$ cat src/hdl/lsb_stego_embed_extract_defines.svh
// assertion macros shared by the lsb stego embed/extract rtl
`ifndef LSB_STEGO_EMBED_EXTRACT_DEFINES_SVH
`define LSB_STEGO_EMBED_EXTRACT_DEFINES_SVH

// base check, clocked on clk and off during reset
`define LSBSE_ASSERT(name, prop, msg) \
  name: assert property (@(posedge clk) disable iff (!rst_n) prop) else $error(msg);

// same-cycle implication
`define LSBSE_ASSERT_IMPL(name, ante, cons, msg) \
  `LSBSE_ASSERT(name, (ante) |-> (cons), msg)

// next-cycle implication
`define LSBSE_ASSERT_NEXT(name, ante, cons, msg) \
  `LSBSE_ASSERT(name, (ante) |=> (cons), msg)

`endif

$ cat src/hdl/lsbse_pkg.sv
// types and constants for the lsb stego embed/extract block
package lsbse_pkg;

  localparam int unsigned POS_W = 12;
  localparam logic [POS_W-1:0] POS_MAX = 12'hFFF;
  localparam logic [POS_W-1:0] HDR_BITS = 12'd8;

  localparam logic [1:0] CFG_MODE = 2'd0;
  localparam logic [1:0] CFG_PAYLOAD_LEN = 2'd1;
  localparam logic [1:0] CFG_IMAGE_PIXELS = 2'd2;

  typedef enum logic {
    OP_LOAD  = 1'b0,
    OP_IMAGE = 1'b1
  } opcode_t;

  typedef enum logic {
    MODE_EMBED   = 1'b0,
    MODE_EXTRACT = 1'b1
  } mode_t;

  // one result item
  typedef struct packed {
    logic [7:0] pixel;
    logic [7:0] data;
    logic       data_valid;
    logic [7:0] xlen;
    logic       done;
    logic       status;
  } result_t;

  // payload buffer write
  typedef struct packed {
    logic       en;
    logic [7:0] addr;
    logic [7:0] data;
  } wr_req_t;

  // payload bit fetch for embedding
  typedef struct packed {
    logic       use_bit;
    logic [8:0] byte_idx;
    logic [2:0] bit_sel;
  } rd_req_t;

endpackage

$ cat src/hdl/lsbse_payload_buf.sv
// payload byte buffer with registered read and payload bit select
module lsbse_payload_buf #(
  parameter int unsigned PAYLOAD_DEPTH = 256
) (
  input  logic              clk,
  input  lsbse_pkg::wr_req_t wr,
  input  logic              rd_adv,
  input  lsbse_pkg::rd_req_t rd,
  output logic              rd_hit,
  output logic              rd_bit
);

  localparam int unsigned AW = $clog2(PAYLOAD_DEPTH);

  logic [7:0]    mem [PAYLOAD_DEPTH];
  logic [7:0]    rd_q_r;
  logic [2:0]    sel_r;
  logic          in_range_r;
  logic          use_r;

  always_ff @(posedge clk) begin
    if (wr.en && (9'(wr.addr) < 9'(PAYLOAD_DEPTH))) begin
      mem[wr.addr[AW-1:0]] <= wr.data;
    end
  end

  always_ff @(posedge clk) begin
    if (rd_adv) begin
      rd_q_r     <= mem[rd.byte_idx[AW-1:0]];
      sel_r      <= rd.bit_sel;
      in_range_r <= rd.byte_idx < 9'(PAYLOAD_DEPTH);
      use_r      <= rd.use_bit;
    end
  end

  // bytes beyond the buffer read as zero
  assign rd_hit = use_r;
  assign rd_bit = in_range_r & rd_q_r[sel_r];

endmodule

$ cat src/hdl/lsb_stego_embed_extract.sv
// top level of the lsb stego embed/extract stream block
// result path: decode stage, then output register, to out_tvalid
// one item per cycle unless stalled; loads only write the payload buffer, embed items only read it
// in_tready drops only while the decode stage is full and a stalled result sits in the output register
// reset (rst_n, synchronous): clears config registers, position/header/assembly state, valid flags
// the payload buffer is not cleared by reset; entries read as garbage until loaded
`include "lsb_stego_embed_extract_defines.svh"

module lsb_stego_embed_extract #(
  parameter int unsigned PAYLOAD_DEPTH = 256,
  parameter int unsigned CHANNELS      = 4
) (
  input  logic        clk,
  input  logic        rst_n,
  // configuration write channel
  input  logic        cfg_valid,
  output logic        cfg_ready,
  input  logic [1:0]  cfg_index,
  input  logic [23:0] cfg_data,
  // input stream
  input  logic        in_tvalid,
  output logic        in_tready,
  input  logic [23:0] in_tdata,   // payload_index[7:0], payload_byte[15:8], image_byte[23:16]
  input  logic [1:0]  in_tuser,   // opcode[0], first_byte[1]
  // result stream
  output logic        out_tvalid,
  input  logic        out_tready,
  output logic [23:0] out_tdata,  // pixel_out[7:0], data_out[15:8], extracted_length[23:16]
  output logic [2:0]  out_tuser   // data_valid[0], done_res[1], status[2]
);

  localparam int unsigned POS_W = lsbse_pkg::POS_W;

  // config registers
  lsbse_pkg::mode_t mode_r;
  logic [7:0]       plen_r;
  logic [23:0]      pixels_r;

  // stream state
  logic [POS_W-1:0] bitpos_r, bitpos_nxt;
  logic [7:0]       hdr_r, hdr_nxt;
  logic [7:0]       asm_r, asm_nxt;

  // decode stage and output register
  logic               mid_v_r;
  lsbse_pkg::result_t mid_res_r;
  logic               out_v_r;
  lsbse_pkg::result_t out_res_r;

  // stage a signals
  logic               in_acc;
  logic               is_img;
  logic               first;
  logic               img_bit;
  logic [7:0]         img;
  logic [POS_W-1:0]   p;
  logic [POS_W:0]     p_inc;
  logic [POS_W-1:0]   k;
  logic [POS_W-1:0]   pay_end;
  logic [POS_W-1:0]   ex_end;
  logic [7:0]         hdr0;
  logic [7:0]         asm0;
  logic [7:0]         asm_v;
  logic [26:0]        chan_bytes;
  logic [23:0]        cap;
  logic               refused;
  lsbse_pkg::result_t res_nxt;
  lsbse_pkg::wr_req_t wr;
  lsbse_pkg::rd_req_t rd;

  logic               mid_adv;
  logic               rd_hit;
  logic               rd_bit;
  lsbse_pkg::result_t mid_out;

  // config port never stalls
  assign cfg_ready = 1'b1;

  always_ff @(posedge clk) begin
    if (!rst_n) begin
      mode_r   <= lsbse_pkg::MODE_EMBED;
      plen_r   <= '0;
      pixels_r <= '0;
    end else if (cfg_valid && cfg_ready) begin
      unique case (cfg_index)
        lsbse_pkg::CFG_MODE:         mode_r   <= lsbse_pkg::mode_t'(cfg_data[0]);
        lsbse_pkg::CFG_PAYLOAD_LEN:  plen_r   <= cfg_data[7:0];
        lsbse_pkg::CFG_IMAGE_PIXELS: pixels_r <= cfg_data;
        default: ;  // unmapped index, write dropped
      endcase
    end
  end

  // capacity in bytes is channel bytes / 8 minus one (the header byte)
  // refuse when plen exceeds that, i.e. plen >= channel bytes / 8 with plen nonzero
  assign chan_bytes = 27'(pixels_r) * 27'(CHANNELS);
  assign cap        = chan_bytes[26:3];
  assign refused    = (plen_r != 8'd0) && ({16'd0, plen_r} >= cap);

  // handshake: decode stage moves when output register is free or draining
  assign mid_adv   = !out_v_r || out_tready;
  assign in_tready = !mid_v_r || mid_adv;
  assign in_acc    = in_tvalid && in_tready;

  assign is_img  = (lsbse_pkg::opcode_t'(in_tuser[0]) == lsbse_pkg::OP_IMAGE);
  assign first   = in_tuser[1];
  assign img     = in_tdata[23:16];
  assign img_bit = img[0];

  // first_byte restarts counting before this item is handled
  assign p       = first ? '0 : bitpos_r;
  assign hdr0    = first ? 8'd0 : hdr_r;
  assign asm0    = first ? 8'd0 : asm_r;
  assign p_inc   = {1'b0, p} + 13'd1;
  assign k       = p - lsbse_pkg::HDR_BITS;
  assign pay_end = {1'b0, plen_r, 3'b000} + lsbse_pkg::HDR_BITS;

  always_comb begin
    res_nxt    = '0;
    rd         = '0;
    wr.en      = in_acc && !is_img;
    wr.addr    = in_tdata[7:0];
    wr.data    = in_tdata[15:8];
    bitpos_nxt = bitpos_r;
    hdr_nxt    = hdr_r;
    asm_nxt    = asm_r;
    asm_v      = asm0;
    ex_end     = '0;
    if (is_img) begin
      // position counter saturates instead of wrapping
      bitpos_nxt    = (p == lsbse_pkg::POS_MAX) ? p : p_inc[POS_W-1:0];
      hdr_nxt       = hdr0;
      asm_nxt       = asm0;
      res_nxt.pixel = img;
      if (mode_r == lsbse_pkg::MODE_EMBED) begin
        if (refused) begin
          res_nxt.status = 1'b1;
        end else begin
          if (p < lsbse_pkg::HDR_BITS) begin
            // header: length lsb first
            res_nxt.pixel[0] = plen_r[p[2:0]];
          end else if (p < pay_end) begin
            // payload bit comes out of the buffer in the next stage, msb first
            rd.use_bit  = 1'b1;
            rd.byte_idx = k[11:3];
            rd.bit_sel  = ~k[2:0];
          end
          res_nxt.done = (p_inc >= {1'b0, pay_end});
        end
      end else begin
        if (p < lsbse_pkg::HDR_BITS) begin
          hdr_nxt = hdr0 | (8'(img_bit) << p[2:0]);
        end else if (p < ({1'b0, hdr0, 3'b000} + lsbse_pkg::HDR_BITS)) begin
          asm_v = asm0 | (8'(img_bit) << (~k[2:0]));
          if (k[2:0] == 3'b111) begin
            // byte complete
            res_nxt.data       = asm_v;
            res_nxt.data_valid = 1'b1;
            asm_nxt            = 8'd0;
          end else begin
            asm_nxt = asm_v;
          end
        end
        ex_end       = {1'b0, hdr_nxt, 3'b000} + lsbse_pkg::HDR_BITS;
        res_nxt.xlen = hdr_nxt;
        // done waits for the header to be complete
        res_nxt.done = (p >= 12'd7) && (p_inc >= {1'b0, ex_end});
      end
    end
  end

  always_ff @(posedge clk) begin
    if (!rst_n) begin
      bitpos_r <= '0;
      hdr_r    <= '0;
      asm_r    <= '0;
    end else if (in_acc && is_img) begin
      bitpos_r <= bitpos_nxt;
      hdr_r    <= hdr_nxt;
      asm_r    <= asm_nxt;
    end
  end

  lsbse_payload_buf #(
    .PAYLOAD_DEPTH(PAYLOAD_DEPTH)
  ) u_buf (
    .clk   (clk),
    .wr    (wr),
    .rd_adv(in_acc),
    .rd    (rd),
    .rd_hit(rd_hit),
    .rd_bit(rd_bit)
  );

  // decode stage
  always_ff @(posedge clk) begin
    if (!rst_n) begin
      mid_v_r <= 1'b0;
    end else if (in_acc) begin
      mid_v_r <= 1'b1;
    end else if (mid_adv) begin
      mid_v_r <= 1'b0;
    end
  end

  always_ff @(posedge clk) begin
    if (in_acc) begin
      mid_res_r <= res_nxt;
    end
  end

  // merge the fetched payload bit into the pixel lsb
  always_comb begin
    mid_out          = mid_res_r;
    mid_out.pixel[0] = rd_hit ? rd_bit : mid_res_r.pixel[0];
  end

  // output register
  always_ff @(posedge clk) begin
    if (!rst_n) begin
      out_v_r <= 1'b0;
    end else if (mid_adv) begin
      out_v_r <= mid_v_r;
    end
  end

  always_ff @(posedge clk) begin
    if (mid_adv && mid_v_r) begin
      out_res_r <= mid_out;
    end
  end

  assign out_tvalid = out_v_r;
  assign out_tdata  = {out_res_r.xlen, out_res_r.data, out_res_r.pixel};
  assign out_tuser  = {out_res_r.status, out_res_r.done, out_res_r.data_valid};

  // a refused embed never reports progress
  `LSBSE_ASSERT_IMPL(a_refused_quiet, out_v_r && out_res_r.status,
    !out_res_r.data_valid && !out_res_r.done, "refused item reports progress")

  // first_byte restarts the position so the next position is one
  `LSBSE_ASSERT_NEXT(a_first_restart, in_acc && is_img && first,
    bitpos_r == 12'd1, "position not restarted by first_byte")

  // a completed extracted byte clears the assembly register
  `LSBSE_ASSERT_NEXT(a_asm_clear, in_acc && is_img && res_nxt.data_valid,
    asm_r == 8'd0, "assembly byte not cleared after output")

endmodule
$ cat config.mk
export PLATFORM = sky130hd
export DESIGN_NAME = lsb_stego_embed_extract
export DESIGN_NICKNAME = d
export VERILOG_FILES = /design/src/hdl/lsbse_pkg.sv /design/src/hdl/lsbse_payload_buf.sv /design/src/hdl/lsb_stego_embed_extract.sv
export VERILOG_INCLUDE_DIRS = /design/src /design/src/hdl
export SDC_FILE = /design/constraint.sdc
export NUM_CORES = 2
export LEC_CHECK = 0
export BUFFER_PORTS_ARGS = -buffer_cell sky130_fd_sc_hd__buf_4
export CAP_MARGIN = 20
export CELL_PAD_IN_SITES_DETAIL_PLACEMENT = 1
export CELL_PAD_IN_SITES_GLOBAL_PLACEMENT = 1
export CORE_ASPECT_RATIO = 0.75
export CORE_UTILIZATION = 54
export DETAILED_ROUTE_END_ITERATION = 8
export GPL_ROUTABILITY_DRIVEN = 0
export PLACE_DENSITY_LB_ADDON = 0.08
export SYNTH_ARGS = -nofsm -noshare
export SYNTH_HDL_FRONTEND = slang
export SYNTH_SLANG_ARGS = --single-unit
export TNS_END_PERCENT = 50
$ cat constraint.sdc
create_clock -name clk -period 6.05 [get_ports clk]
set_clock_uncertainty 0.2 [all_clocks]
set_input_delay 0.3025 -clock clk [delete_from_list [all_inputs] [get_ports clk]]
set_output_delay 0.3025 -clock clk [all_outputs]
set_load 0.01 [all_outputs]
---- Yosys cells after proc, flatten, opt, wreduce, memory -nomap -nowiden ----
Memory sizes are Yosys's and may differ from the RTL's. A register that Yosys moved wholly into a read port is not among the register bits.
Index checks and enable logic that the tools add are counted.
Widths: inputs -> output; s select.
storage, ports and cells
  memories kept ........................... 1
  RAM bits ................................ 2,048
  bits in registers ....................... 122
  input bits .............................. 57
operators by class
  multiplexer cells ....................... 33
  $add $sub $neg .......................... 5
  shift operators ......................... 2
  equality and inequality tests ........... 4
  bitwise gates (word level) .............. 9
  reduce and logical (&&, ||, !) cells .... 24
  magnitude comparators ................... 10
memory list
  name       depth  bits a word  rd ports  clocked after Yosys merged registers in  wr ports  RTL line                 RTL
  u_buf.mem  256    8            1         1                                        1         lsbse_payload_buf.sv:15  logic [7:0] mem [PAYLOAD_DEPTH];
operator list
  kind                   number
  $mux 8                 10
  $mux 12                6
  $add 11x4->12 const B  3
  $ge 13x12->1           2
  $lt 12x12->1           2
  $ge 8x23->1            1
  $or 8x8->8             2
  $shl 1x3->8            2
  $mux 1                 14
  $add 12x1->13 const B  1
  $mux 13                1
  $eq 12x12->1 const B   1
  $ge 12x3->1 const B    1
  $lt 12x4->1 const B    1
  $sub 12x4->12 const B  1
  $reduce_and 2->1       5
  $reduce_or 5->1        2
  $lt 9x9->1 const B     1
  $lt 3x4->1 const B     2
  $reduce_bool 8->1      1
  $reduce_or 4->1        2
  $bmux 1 s3             2
  $logic_and 1x1->1      6
  $not 1->1              5
  other kinds (10)       13

---- Logic depth before layout (Yosys ltp) ----
  depth in word-level cells ............... 10
  gate-level depth with buffers ........... 23
  mapped depth without buffers ............ 20

---- Hierarchy ----
From an unflattened synthesis, not the netlist that was laid out.
unflattened totals
  cell total of the unflattened synthesis .. 4,479
  area total of the unflattened synthesis .. 86,461.7 µm²
by module, submodules not included
  module                   cells an instance  sequential area each (µm²)  times used  area an instance (µm²)
  lsbse_payload_buf        3,775              61,889.4                    1           79,860.3
  lsb_stego_embed_extract  704                2,862.7                     1           6,601.3

---- Worst setup path before layout ----
Ideal clock, no wire load.
  path kind ............................... input-to-reg
  start point ............................. in in_tuser[1]
  end point ............................... reg u_buf.rd_q_r[3] (read register of u_buf.mem), data pin
  arrival ................................. 4,717 ps
  setup slack ............................. 876 ps
  buffers on the path ..................... 12
  required time ........................... 5,593 ps
  cell stages on the path ................. 21
  cells stage by stage .................... buf_2 > nand2b_1 > buf_2 > clkbuf_1 > clkbuf_1 > buf_1 > clkbuf_1 > clkbuf_1 > ha_1 > xor2_1 > buf_2 > buf_2 > buf_1 > buf_2 > buf_1 > a311oi_1 > o22ai_1 > a21oi_1 > nor4_1 > o41ai_1 > o2111a_1
on the way
  word-level cells in the longest chain between the ends .. 7
  elaborated cells on any way between the ends .. 9
RTL lines
  item                                           RTL line                                                        RTL
  from (decl)                                    lsb_stego_embed_extract.sv:24                                   input logic [1:0] in_tuser,
  $mux 12 (*)                                    lsb_stego_embed_extract.sv:111                                  assign p = first ? '0 : bitpos_r;
  $sub 12x4->12 or $lt 12x12->1 (tied branches)  lsb_stego_embed_extract.sv:115, lsb_stego_embed_extract.sv:142
  $mux 13                                        lsb_stego_embed_extract.sv:142                                  end else if (p < pay_end) begin
  $mux 12 (*)                                    lsb_stego_embed_extract.sv:139                                  if (p < lsbse_pkg::HDR_BITS) begin
  $mux 12 (*)                                    lsb_stego_embed_extract.sv:136                                  if (refused) begin
  $mux 12 (*)                                    lsb_stego_embed_extract.sv:135                                  if (mode_r == lsbse_pkg::MODE_EMBED) begin
  $mux 12 (*)                                    lsb_stego_embed_extract.sv:129                                  if (is_img) begin
  to (decl)                                      lsbse_payload_buf.sv:16                                         logic [7:0] rd_q_r;
Mark *: on every way between the ends. The rest lies on a longest branch, timed or not.
A chain may end at the register's enable or synchronous reset.

---- Final worst setup path ----
  start point ............................. reg bitpos_r[4]
  end point ............................... reg u_buf.rd_q_r[3] (read register of u_buf.mem), data pin
on the way
  word-level cells in the longest chain between the ends .. 7
  elaborated cells on any way between the ends .. 9
RTL lines
  item                                           RTL line                                                        RTL
  from (decl)                                    lsb_stego_embed_extract.sv:40                                   logic [POS_W-1:0] bitpos_r, bitpos_nxt;
  from (signal assigned)                         lsb_stego_embed_extract.sv:178                                  bitpos_r <= bitpos_nxt;
  $mux 12 (*)                                    lsb_stego_embed_extract.sv:111
  $sub 12x4->12 or $lt 12x12->1 (tied branches)  lsb_stego_embed_extract.sv:115, lsb_stego_embed_extract.sv:142
  $mux 13                                        lsb_stego_embed_extract.sv:142
  $mux 12 (*)                                    lsb_stego_embed_extract.sv:139
  $mux 12 (*)                                    lsb_stego_embed_extract.sv:136
  $mux 12 (*)                                    lsb_stego_embed_extract.sv:135
  $mux 12 (*)                                    lsb_stego_embed_extract.sv:129
Marks and branches as above.

==> impl_metrics.py <==
metrics = {
    "worst_hold_path": {
        "hold_class": "in2reg",
    },
    "critical_path": {
        "cpMostUsedCell": "nand2_1",
        "path_cells": "nor2b_1, buf_4, inv_1, ha_2, inv_2, nand2_1, nand2_1, or3_1, o21ai_0, a2111oi_0, nor2_1, and3_1, o32ai_1, o2111a_1",
        "cp_data_arrival_time_ns": 6.57,
        "crit_path_max_fanout": 11,
        "crit_slowest_cell": "o21ai_0",
        "startpoint_type": "flop",
        "cp.required_ns": 6.46,
        "path_class": "reg2reg",
        "slowest_delay_ns": 0.85,
        "endpoint_kind": "flop",
    },
    "grt": {
        "grt_max_degree": 205,
        "overflow": 0,
        "track_usage": 0.392,
        "grt_pass1_wl_um": 450000,
        "grt_pass1_vias": 58541,
        "antenna_found_initial": 17,
    },
    "outcome": {
        "failed_checks": "hold timing, setup timing",
        "status": "finished, violations left",
    },
    "clocking": {
        "cts_buffers": 203,
        "insertion_delay_ns": 0.88,
        "cts_tree": "built",
        "h-tree-depth": 4,
        "cts.sinks": 2177,
        "clk_path_buf_depth": 3,
        "clkTransAtPathRegs_ns": 0.07,
        "cts-root-buf": "clkbuf_16",
    },
    "floorplanning": {
        "initial_core_util": 0.546,
        "core.rowCount": 127,
        "coreArea_sq_um": 160000,
        "fp.dieW_um": 467,
        "die_area_sq_um": 164000,
        "die_h_um": 351,
        "ioPinCount": 87,
    },
    "routing": {
        "wl_per_cell_um": 38.0,
        "drc_errors": 0,
        "drt_iter0_drc": 9972,
        "dr_total_vias": 59945,
        "route.top_layer_used": "met5",
        "wl_met3_um": 48300,
        "ant_nets": 0,
        "wl_met2_um": 134000,
        "routed_wl_um": 323000,
        "wl_met1_um": 125000,
        "via_per_inst": 7.06,
        "drt_pre_antenna_iters": 9,
    },
    "layout": {
        "final_common_cell": "edfxtp_1",
        "final_nets": 6290,
        "layout_common_cells": "2115 x edfxtp_1, 796 x nand2_1, 446 x nor2_1, 312 x buf_4, 259 x a21oi_1",
        "utilization": 0.617,
        "layout.cells.non_filler": 8494,
        "drive_above_1_share": 0.130,
        "areaGrowthSynthToFinish_pct": 12.9,
    },
    "job": {
        "maxCapViolCount": 0,
    },
    "sta": {
        "drv_slew": 0,
        "max_freq_ghz": 0.163,
        "setup_viol": 1,
        "min_period_ns": 6.15,
        "final_hold_viol_count": 23,
        "slew_headroom": 0.0423,
        "grt_setup_unrepaired": "false",
        "worst_slack_ns": -0.101,
        "fin_crit_sh": 1.02,
        "worst_hold_slack_ns": -0.0331,
        "worst_pin_slew_ns": 1.44,
    },
    "synth": {
        "mappedNetlistNets": 6046,
        "synth_compound_gate_area_share": 0.0962,
        "seq_area_frac_synth": 0.739,
        "synth-edff-count": 2115,
        "syn_area_per_cell_sq_um": 14.7,
        "synthMuxAreaShare": 0.0432,
        "synth_top_family_by_area": "compound AO/OA/AOI/OAI gates",
        "synthFlopType": "edfxtp_1",
        "ys_ff_latch": 2177,
        "synth-xor-area-share": 0.00350,
        "syn_area_sq_um": 87700,
        "synthSimpleGateAreaFrac": 0.0891,
        "synthAdderAreaFrac": 0.00654,
        "ys_warn_count": 0,
        "synth_cell_type_count": 99,
        "synthCells": 5944,
        "ys_async_sr_fraction": 0,
    },
    "power_and_ir_drop": {
        "p_leak_nw": 31.7,
        "comb_power_share": 0.093,
        "switching_share": 0.248,
        "ir_drop_mv": 0.340,
        "p_clk_frac": 0.394,
        "power.switching_mw": 8.05,
        "seqPwrFrac": 0.513,
        "power.density_nw_per_um2": 328,
        "intPower_mw": 24.4,
    },
    "placement": {
        "port_buffers": 85,
        "place_hpwl_um": 203000,
        "place_inst": 8036,
        "place_worst_setup_slack_ns": 0.0124,
    },
}
-- flip-flops by register name, indices dropped and copies added, names as in the netlist, 8 cells and up --
register	count
out_tdata	24
bitpos_r	12
pixels_r	23
hdr_r	8
plen_r	8
asm_r	8
u_buf.mem	2048
mid_out	26
u_buf.rd_q_r	8
-- metrics by stage --
step	instance area (sq um)	TNS, ns	power [mW]	hold slack, ns
after global routing	99000	0	32.9	0.0223
final	99000	-0.101	32.4	-0.0331
after global placement	91800	0	19.7	0.200
after floorplan	87700	0	18.2	0.200
after CTS	98900	0	32.2	0.0299
after detailed placement	91800	0	19.7	0.206
-- critical path: cells and delay by family (launching register included) --
| family | cells | cell delay (ns) |
|---|---|---|
| flip-flops | 1 | 0.44 |
| adder cells (fa/ha/maj) | 1 | 0.72 |
| buffers and inverters | 3 | 0.39 |
| AO/OA/AOI/OAI | 4 | 1.34 |
| AND/OR/NAND/NOR | 6 | 2.79 |
-- logic make-up (layout without fill, tap and decap cells) --
family                     count (synthesis)  after routing
DFF                                     2177           2177
and+or+nand+nor                         1765           1765
AOI/OAI and AO/OA                       1240           1240
buffers and inverters                    430            841
muxes                                    250            250
adders and majority gates                 46             46
xor gates and xnor gates                  35             35
other                                      1             12
-- synthesized netlist by cell type (all sizes together) (14+ instances only) --
cell | count | share of area
a21boi | 31 | 0.0027
nand2 | 801 | 0.034
o21a | 14 | 0.0012
a21oi | 259 | 0.015
a31oi | 104 | 0.0074
ha | 45 | 0.0064
o311ai | 21 | 0.0021
a211o | 14 | 0.0014
mux4 | 102 | 0.026
o21ai | 174 | 0.0099
nor2 | 453 | 0.019
inv | 42 | 0.0018
nand3 | 159 | 0.0094
a211oi | 48 | 0.0043
and2 | 18 | 0.0013
mux2i | 138 | 0.016
nor3 | 104 | 0.0065
a311oi | 32 | 0.0032
or3 | 23 | 0.0016
o221ai | 128 | 0.013
xnor2 | 20 | 0.0020
edfxtp | 2115 | 0.72
xor2 | 15 | 0.0015
a21o | 15 | 0.0013
and3 | 40 | 0.0029
nand4 | 44 | 0.0033
clkbuf | 163 | 0.0070
nor4 | 36 | 0.0031
o22ai | 151 | 0.011
dfxtp | 62 | 0.014
o22a | 16 | 0.0016
a22oi | 23 | 0.0020
nor2b | 39 | 0.0028
buf | 223 | 0.014
o211ai | 68 | 0.0058
-- final cells by class --
cell class                      instances  area (sq um)
Clock buffer                          249          5350
Timing Repair Buffer                  425          3830
Clock inverter                        123          1080
Antenna cell                           11          27.5
Fill cell                           14672         61500
Multi-Input combinational cell       3337         21100
Sequential cell                      2177         64800
Inverter                               44           173
Tap cell                             2128          2660
-- power groups by stage --
stage	logic (mW)	clock network [mW]	registers, mW
detailed placement	2.79	0	17.0
global placement	2.73	0	17.0
CTS	2.84	12.8	16.6
finish	3.01	12.8	16.6
floorplan	1.27	0	16.9
global route	3.01	13.2	16.6
-- worst paths after layout --
kind                                               start                          end  slack (ns)  cells after the start
worst min-delay path                        in_tdata[12]  u_buf.mem[144][4]$_DFFE_PP_       -0.03                      1
worst min register to register  mid_out[9]$_SDFFCE_PN0P_      out_tdata[23]$_DFFE_PP_        0.22                      0
worst max-delay path            bitpos_r[4]$_SDFFE_PN0P_    u_buf.rd_q_r[3]$_DFFE_PP_       -0.10                     14
worst max register to register  bitpos_r[4]$_SDFFE_PN0P_    u_buf.rd_q_r[3]$_DFFE_PP_       -0.10                     14
-- what timing repair did --
action / CTS / global route
endpoints found under the hold margin: 384 / 0
gates cloned: 0 / 0
pin swaps: 1 / 1
gates resized for setup: 0 / 3
endpoints found under the setup margin: 1 / 3
hold buffers: 68 / 0
buffers inserted: 0 / 4
-- layer usage --
metal,vias to the layer above,global-route usage
li1,23702,-
met1,30736,0.555
met2,4653,0.544
met3,834,0.143
met4,20,0.169
met5,-,0.00437
Note: power is estimated with default switching activity, not from simulation.
